--- config.mk ---
export PLATFORM = sky130hd
export DESIGN_NAME = ilu_div
export DESIGN_NICKNAME = d
export VERILOG_FILES = /design/src/ilu_pkg.sv /design/src/ilu_div.sv
export SDC_FILE = /design/constraint.sdc
export NUM_CORES = 2
export LEC_CHECK = 0
export BUFFER_PORTS_ARGS = -buffer_cell sky130_fd_sc_hd__buf_2
export CAP_MARGIN = 20
export CELL_PAD_IN_SITES_DETAIL_PLACEMENT = 1
export CELL_PAD_IN_SITES_GLOBAL_PLACEMENT = 1
export CORE_UTILIZATION = 35
export CTS_CLUSTER_SIZE = 12
export DETAILED_ROUTE_END_ITERATION = 10
export MAX_ROUTING_LAYER = met4
export PLACE_DENSITY_LB_ADDON = 0.1
export SLEW_MARGIN = 30
export SYNTH_ARGS = -nofsm -noshare
export SYNTH_HDL_FRONTEND = slang
export SYNTH_SLANG_ARGS = --single-unit
--- constraint.sdc ---
create_clock -name clk -period 4.2 [get_ports clk]
set_input_delay 0.63 -clock clk [delete_from_list [all_inputs] [get_ports clk]]
set_output_delay 0.63 -clock clk [all_outputs]
set_load 0.005 [all_outputs]
--- src/ilu_pkg.sv ---
`timescale 1ns / 1ps
// shared types and constants for the iterative lens undistortion pipeline
// no dependencies
package ilu_pkg;

    localparam int NORM_W = 23;
    localparam logic [NORM_W-1:0] NORM_LIMIT = NORM_W'(2097152);
    localparam int ONE_Q16 = 65536;

    localparam logic [2:0] REG_FOCAL_X       = 3'd0;
    localparam logic [2:0] REG_FOCAL_Y       = 3'd1;
    localparam logic [2:0] REG_CENTER_X      = 3'd2;
    localparam logic [2:0] REG_CENTER_Y      = 3'd3;
    localparam logic [2:0] REG_RADIAL_K1     = 3'd4;
    localparam logic [2:0] REG_RADIAL_K2     = 3'd5;
    localparam logic [2:0] REG_TANGENTIAL_P1 = 3'd6;
    localparam logic [2:0] REG_TANGENTIAL_P2 = 3'd7;

    typedef enum logic [1:0] {
        STATUS_OK    = 2'd0,
        STATUS_SAT   = 2'd1,
        STATUS_DENOM = 2'd2
    } status_t;

    typedef struct packed {
        logic [15:0] pixel_x;
        logic [15:0] pixel_y;
    } in_beat_t;

    typedef struct packed {
        logic [15:0] corrected_x;
        logic [15:0] corrected_y;
        status_t     status;
    } out_beat_t;

endpackage

--- src/ilu_div.sv ---
`timescale 1ns / 1ps
// pipelined restoring divider: an overflow check, then one quotient bit per stage, clamped signed result
// depends on ilu_pkg
module ilu_div #(
    parameter int NW = 32,
    parameter int DW = 16,
    parameter int SW = 1
) (
    input  logic                               clk,
    input  logic                               rst_n,
    input  logic                               en,
    input  logic                               vld_in,
    input  logic [NW-1:0]                      num_mag,
    input  logic                               num_neg,
    input  logic [DW-1:0]                      den,
    input  logic [SW-1:0]                      side_in,
    output logic                               vld_out,
    output logic signed [ilu_pkg::NORM_W-1:0]  quo,
    output logic [SW-1:0]                      side_out
);
    import ilu_pkg::*;

    localparam int QW = NORM_W;
    localparam int WW = ((NW > DW + QW) ? NW : DW + QW) + 1;
    localparam int NS = QW + 2;

    logic [WW-1:0] rem_reg  [NS];
    logic [WW-1:0] rem_next [NS];
    logic [QW-1:0] q_reg    [NS];
    logic [QW-1:0] q_next   [NS];
    logic          ovf_reg  [NS];
    logic          ovf_next [NS];
    logic          neg_reg  [NS];
    logic          neg_next [NS];
    logic [DW-1:0] den_reg  [NS];
    logic [DW-1:0] den_next [NS];
    logic [SW-1:0] side_reg [NS];
    logic [SW-1:0] side_next[NS];
    logic          vld_reg  [NS];
    logic          vld_next [NS];

    logic [QW-1:0]               mag;
    logic signed [NORM_W-1:0]    quo_reg;
    logic                        vld_out_reg;
    logic [SW-1:0]               side_out_reg;

    always_comb
    begin
        rem_next[0]  = WW'(num_mag);
        q_next[0]    = '0;
        ovf_next[0]  = 1'b0;
        neg_next[0]  = num_neg;
        den_next[0]  = den;
        side_next[0] = side_in;
        vld_next[0]  = vld_in;
        for (int k = 1; k < NS; k++)
        begin
            rem_next[k]  = rem_reg[k-1];
            q_next[k]    = q_reg[k-1];
            ovf_next[k]  = ovf_reg[k-1];
            neg_next[k]  = neg_reg[k-1];
            den_next[k]  = den_reg[k-1];
            side_next[k] = side_reg[k-1];
            vld_next[k]  = vld_reg[k-1];
            if (k == 1)
            begin
                ovf_next[k] = rem_reg[0] >= (WW'(den_reg[0]) << QW);
            end
            else if (rem_reg[k-1] >= (WW'(den_reg[k-1]) << (NS - 1 - k)))
            begin
                rem_next[k] = rem_reg[k-1] - (WW'(den_reg[k-1]) << (NS - 1 - k));
                q_next[k][NS-1-k] = 1'b1;
            end
        end
    end

    always_ff @(posedge clk or negedge rst_n)
    begin
        if (!rst_n)
        begin
            for (int k = 0; k < NS; k++)
            begin
                vld_reg[k] <= 1'b0;
            end
            vld_out_reg <= 1'b0;
        end
        else if (en)
        begin
            for (int k = 0; k < NS; k++)
            begin
                vld_reg[k] <= vld_next[k];
            end
            vld_out_reg <= vld_reg[NS-1];
        end
    end

    assign mag = (ovf_reg[NS-1] || (q_reg[NS-1] > NORM_LIMIT)) ? NORM_LIMIT : q_reg[NS-1];

    always_ff @(posedge clk)
    begin
        if (en)
        begin
            for (int k = 0; k < NS; k++)
            begin
                rem_reg[k]  <= rem_next[k];
                q_reg[k]    <= q_next[k];
                ovf_reg[k]  <= ovf_next[k];
                neg_reg[k]  <= neg_next[k];
                den_reg[k]  <= den_next[k];
                side_reg[k] <= side_next[k];
            end
            quo_reg      <= neg_reg[NS-1] ? $signed(-mag) : $signed(mag);
            side_out_reg <= side_reg[NS-1];
        end
    end

    assign vld_out  = vld_out_reg;
    assign quo      = quo_reg;
    assign side_out = side_out_reg;

endmodule

After elaboration in Yosys (flattened, before gate mapping)
Memories as Yosys holds them, arrays and structs flattened. A register that Yosys moved wholly into a read port is not among the register bits.
Cells that the tools add are included.
- $add $sub $neg: 24
- $mul: 0
- div/mod/pow operators: 0
- magnitude comparators: 25
- equality and inequality tests: 0
- shift operators: 0
- mux-type cells: 50
- bitwise logic cells: 0
- reduce and logical (&&, ||, !) cells: 1
- operators with widths (cell ; number):
    40-bit two-way mux ; 23
    23-bit two-way mux ; 2
    40-bit by 16-bit >= comparator with 1-bit output ; 1
    40-bit by 17-bit >= comparator with 1-bit output ; 1
    40-bit by 18-bit >= comparator with 1-bit output ; 1
    40-bit by 19-bit >= comparator with 1-bit output ; 1
    40-bit by 20-bit >= comparator with 1-bit output ; 1
    40-bit by 21-bit >= comparator with 1-bit output ; 1
    40-bit by 22-bit >= comparator with 1-bit output ; 1
    40-bit by 23-bit >= comparator with 1-bit output ; 1
    40-bit by 24-bit >= comparator with 1-bit output ; 1
    40-bit by 25-bit >= comparator with 1-bit output ; 1
    40-bit by 26-bit >= comparator with 1-bit output ; 1
    40-bit by 27-bit >= comparator with 1-bit output ; 1
    40-bit by 28-bit >= comparator with 1-bit output ; 1
    40-bit by 29-bit >= comparator with 1-bit output ; 1
    40-bit by 30-bit >= comparator with 1-bit output ; 1
    40-bit by 31-bit >= comparator with 1-bit output ; 1
    40-bit by 32-bit >= comparator with 1-bit output ; 1
    40-bit by 33-bit >= comparator with 1-bit output ; 1
    40-bit by 34-bit >= comparator with 1-bit output ; 1
    40-bit by 35-bit >= comparator with 1-bit output ; 1
    40-bit by 36-bit >= comparator with 1-bit output ; 1
    40-bit by 37-bit >= comparator with 1-bit output ; 1
    29 further kinds ; 53
- register bits: 49
- bits in latches: 0
- bits in writable memories: 2050
- ROM bits: 0
- input bits: 54
- output and inout port bits: 25
- word-level logic and storage cells: 133
- memories: 6
- memory list (name ; words ; bits a word ; read ports ; clocked after Yosys merged registers in ; wr ports ; RTL line ; source):
    rem_reg ; 25 ; 40 ; 24 ; 0 ; 25 ; ilu_div.sv:27 ; logic [WW-1:0] rem_reg [NS];
    q_reg ; 25 ; 23 ; 25 ; 0 ; 25 ; ilu_div.sv:29 ; logic [QW-1:0] q_reg [NS];
    den_reg ; 25 ; 16 ; 24 ; 0 ; 25 ; ilu_div.sv:35 ; logic [DW-1:0] den_reg [NS];
    neg_reg ; 25 ; 1 ; 25 ; 0 ; 25 ; ilu_div.sv:33 ; logic neg_reg [NS];
    ovf_reg ; 25 ; 1 ; 24 ; 0 ; 25 ; ilu_div.sv:31 ; logic ovf_reg [NS];
    side_reg ; 25 ; 1 ; 25 ; 1 ; 25 ; ilu_div.sv:37 ; logic [SW-1:0] side_reg [NS];

Longest topological paths before layout
An unclocked memory read counts as a cell.
- depth after elaboration: 6
- mapped depth: 15

Least setup slack after synthesis
No wires, ideal clock.
- kind: flip-flop to flip-flop
- from: mem q_reg[1][186] (netlist name)
- to: reg quo_reg[12], in the netlist quo[12], data pin
- arrival: 3606 ps
- required time: 4012 ps
- setup slack: 406 ps
- stages on the path, launching flop included: 14
- buffers on the path: 2
- cells stage by stage: edfxtp_1 -> or4_4 -> nor4b_4 -> nand3b_2 -> or3_4 -> or3_4 -> a211oi_4 -> buf_6 -> nand2_1 -> ha_1 -> clkbuf_1 -> nor2_1 -> mux2i_1 -> o41ai_1
- RTL lines (element ; RTL line ; source):
    start, declared ; ilu_div.sv:29 ;
    end signal, assigned ; ilu_div.sv:112 ; quo_reg <= neg_reg[NS-1] ? $signed(-mag) : $signed(mag);
    end, declared ; ilu_div.sv:43 ; logic signed [NORM_W-1:0] quo_reg;

==> impl_metrics.json <==
{
  "outcome": "finished, final reports clean",
  "placed_area_mm2": 0.0851,
  "synth-simple-area-share": 0.106,
  "setup_ws_ns": 0.272,
  "die-area_mm2": 0.232,
  "rows": 175,
  "syn2layout_area_growth_pct": 14.5,
  "grt_usage": 0.172,
  "drt_iter0_drc": 2746,
  "end_kind": "flip-flop",
  "cts_made_buffers": 195,
  "via_per_inst": 5.03,
  "worst_pin_slew_ns": 0.857,
  "drv_slew": 0,
  "cts_hold_buf": 52,
  "route.detailed.drc": 0,
  "nNetsFinal": 6928,
  "cts_tree": "done",
  "rsz0062_at_grt": "no",
  "yosysMostFrequentCell": "edfxtp_1",
  "required_ns": 4.77,
  "clk_pin_slew_ns": 0.06,
  "core_area_mm2": 0.228,
  "start_util": 0.353,
  "gp_congestion": 0.836,
  "ir_drop_v": 0.000333,
  "synth_cells": 6162,
  "yosysSeqAreaShare": 0.644,
  "grtUsageMet1": 0.213,
  "fin_tns_setup_ns": 0,
  "cts_resized": 0,
  "routed_wl_um": 193000,
  "min_period_over_period": 0.935,
  "final-setup-viol-count": 0,
  "grt_max_degree": 132,
  "synth.area.top_cells": "edfxtp_1, ha_1, xor2_1, xnor2_1, inv_1",
  "clk_latency_ns": 0.85,
  "fill_cells": 23600,
  "cap_violations": 0,
  "hold_slack_ns": 0.352,
  "arrival_ns": 4.50,
  "syn_area_mm2": 0.0804,
  "synth_top_family_by_area": "simple AND/OR/NAND/NOR gates",
  "synthAdderAreaFrac": 0.0634,
  "die_h_um": 481,
  "synth_common_cells": "edfxtp_1, inv_1, nand2_1",
  "grt_pass1_wl_um": 299000,
  "yosys.cell_types.count": 90,
  "start_kind": "flip-flop",
  "drive_gt1_frac": 0.0877,
  "clockBufferDepth": 3,
  "synth_edf_count": 1702,
  "hold_path_class": "input port to async pin",
  "path_class": "flip-flop to flip-flop",
  "final_cell_area_mm2": 0.0921,
  "wl_per_cell_um": 20.1,
  "synthArstFlopShare": 0.0150,
  "clock_skew_ns": 0.0430,
  "maxSlewHeadroom": 0.423,
  "fmax_mhz": 255,
  "grt-busiest-layer": "met2",
  "finalHoldViolations": 0,
  "yosysTopAreaCell": "edfxtp_1",
  "clock_sinks": 1728,
  "h-tree-depth": 4,
  "power_density_mw_per_mm2": 602,
  "ios": 79,
  "crit_path_max_fanout": 9,
  "met3_usage": 0.0235,
  "dp_slack_ns": 0.345,
  "largest_reg_flops": 944,
  "fp.dieW_um": 481,
  "dp_hpwl_um": 144000,
  "overflow": 0,
  "antenna_found_initial": 4,
  "cts_root_buffer": "clkbuf_16",
  "ant_nets": 0,
  "period_minus_slack_ns": 3.93,
  "post-cts-setup-buffer-count": 0,
  "first_pass_iters": 5,
  "synth_compound_area_frac": 0.0901,
  "power_mw": 55.4,
  "fin_util": 0.404,
  "grt_pass1_vias": 51000,
  "yosys.area_share.xor_xnor": 0.0580,
  "synthMuxAreaShare": 0.0113,
  "syn_avg_cell_area_um2": 13.0,
  "io_buffers": 78,
  "synthesis.nets": 6610,
  "yosys_warnings": 0,
  "p_leak_nw": 33.9,
  "vias": 48500,
  "stdcell_count": 9648,
  "placedCellCount": 9240,
  "gr-usage-met2": 0.295,
  "ys_seq_elements": 1728,
  "synth-main-ff-cell": "edfxtp_1",
  "synth_top_area_share": 0.636
}
==> placed cells by master (no fill, tap or decap), drive strengths merged, types with 112 or more instances in the layout <==
cell and count:
edfxtp 1702, a21oi 342, o21ai 335, inv 474, xor2 282, nand2 433, clkbuf 241, buf 173
nor2 399, nor3 174, xnor2 250, ha 372, nor4 121, a21o 112
==> cell type report <==
cell class / count / area (µm²) / share of cell area
sequential: 1728 / 51800 / 0.562
timing repair buffer: 225 / 1850 / 0.0201
clock inverter: 112 / 1270 / 0.0138
multi-input combinational: 3858 / 26500 / 0.288
tap: 3009 / 3760 / 0.0409
inverter: 472 / 1770 / 0.0192
clock buffer: 241 / 5150 / 0.0559
antenna: 3 / 7.51 / 0.0000816
==> cells by family after synthesis <==
kind of cell	count (synthesis)
compound gates	1161
xor+xnor	532
fa+ha+maj	394
buf+inv	576
flops	1728
mux	82
simple gates	1689
==> worst paths after layout <==
check / start / to / slack [ns] / cells past startpoint
setup / recovery: den_reg[2][70] / rem_reg[2][228] / 0.27 / 12
hold / removal: rst_n / vld_next[21] / 0.35 / 2
setup reg to reg: den_reg[2][70] / rem_reg[2][228] / 0.27 / 12
hold reg to reg: q_reg[0][203] / q_reg[0][226] / 0.41 / 0
max in group asynchronous: rst_n / vld_next[4] / 3.46 / 2
min in group clk: en / ovf_reg[0][5] / 0.36 / 1
==> layer usage <==
layer / wire length, µm / share of wire
met3: 4990 / 0.026
met1: 86900 / 0.45
met2: 97400 / 0.50
met5: 0 / 0
met4: 4140 / 0.021
==> critical path, stage by stage, from the launching register on <==
cell	delay (ns)
edfxtp_1	0.39
inv_1	0.06
ha_1	0.36
and3_1	0.20
and3_1	0.34
o21ai_0	0.23
a21oi_1	0.39
o211ai_1	0.23
a2111oi_0	0.61
o211ai_1	0.24
buf_4	0.24
nor4_1	0.24
xor2_1	0.12
==> power breakdown <==
| group | switching (mW) | internal (mW) |
|---|---|---|
| sequential | 2.02 | 22.6 |
| combinational | 7.88 | 5.87 |
| clock | 7.08 | 9.90 |
Note: power is estimated with default switching activity, not from simulation.
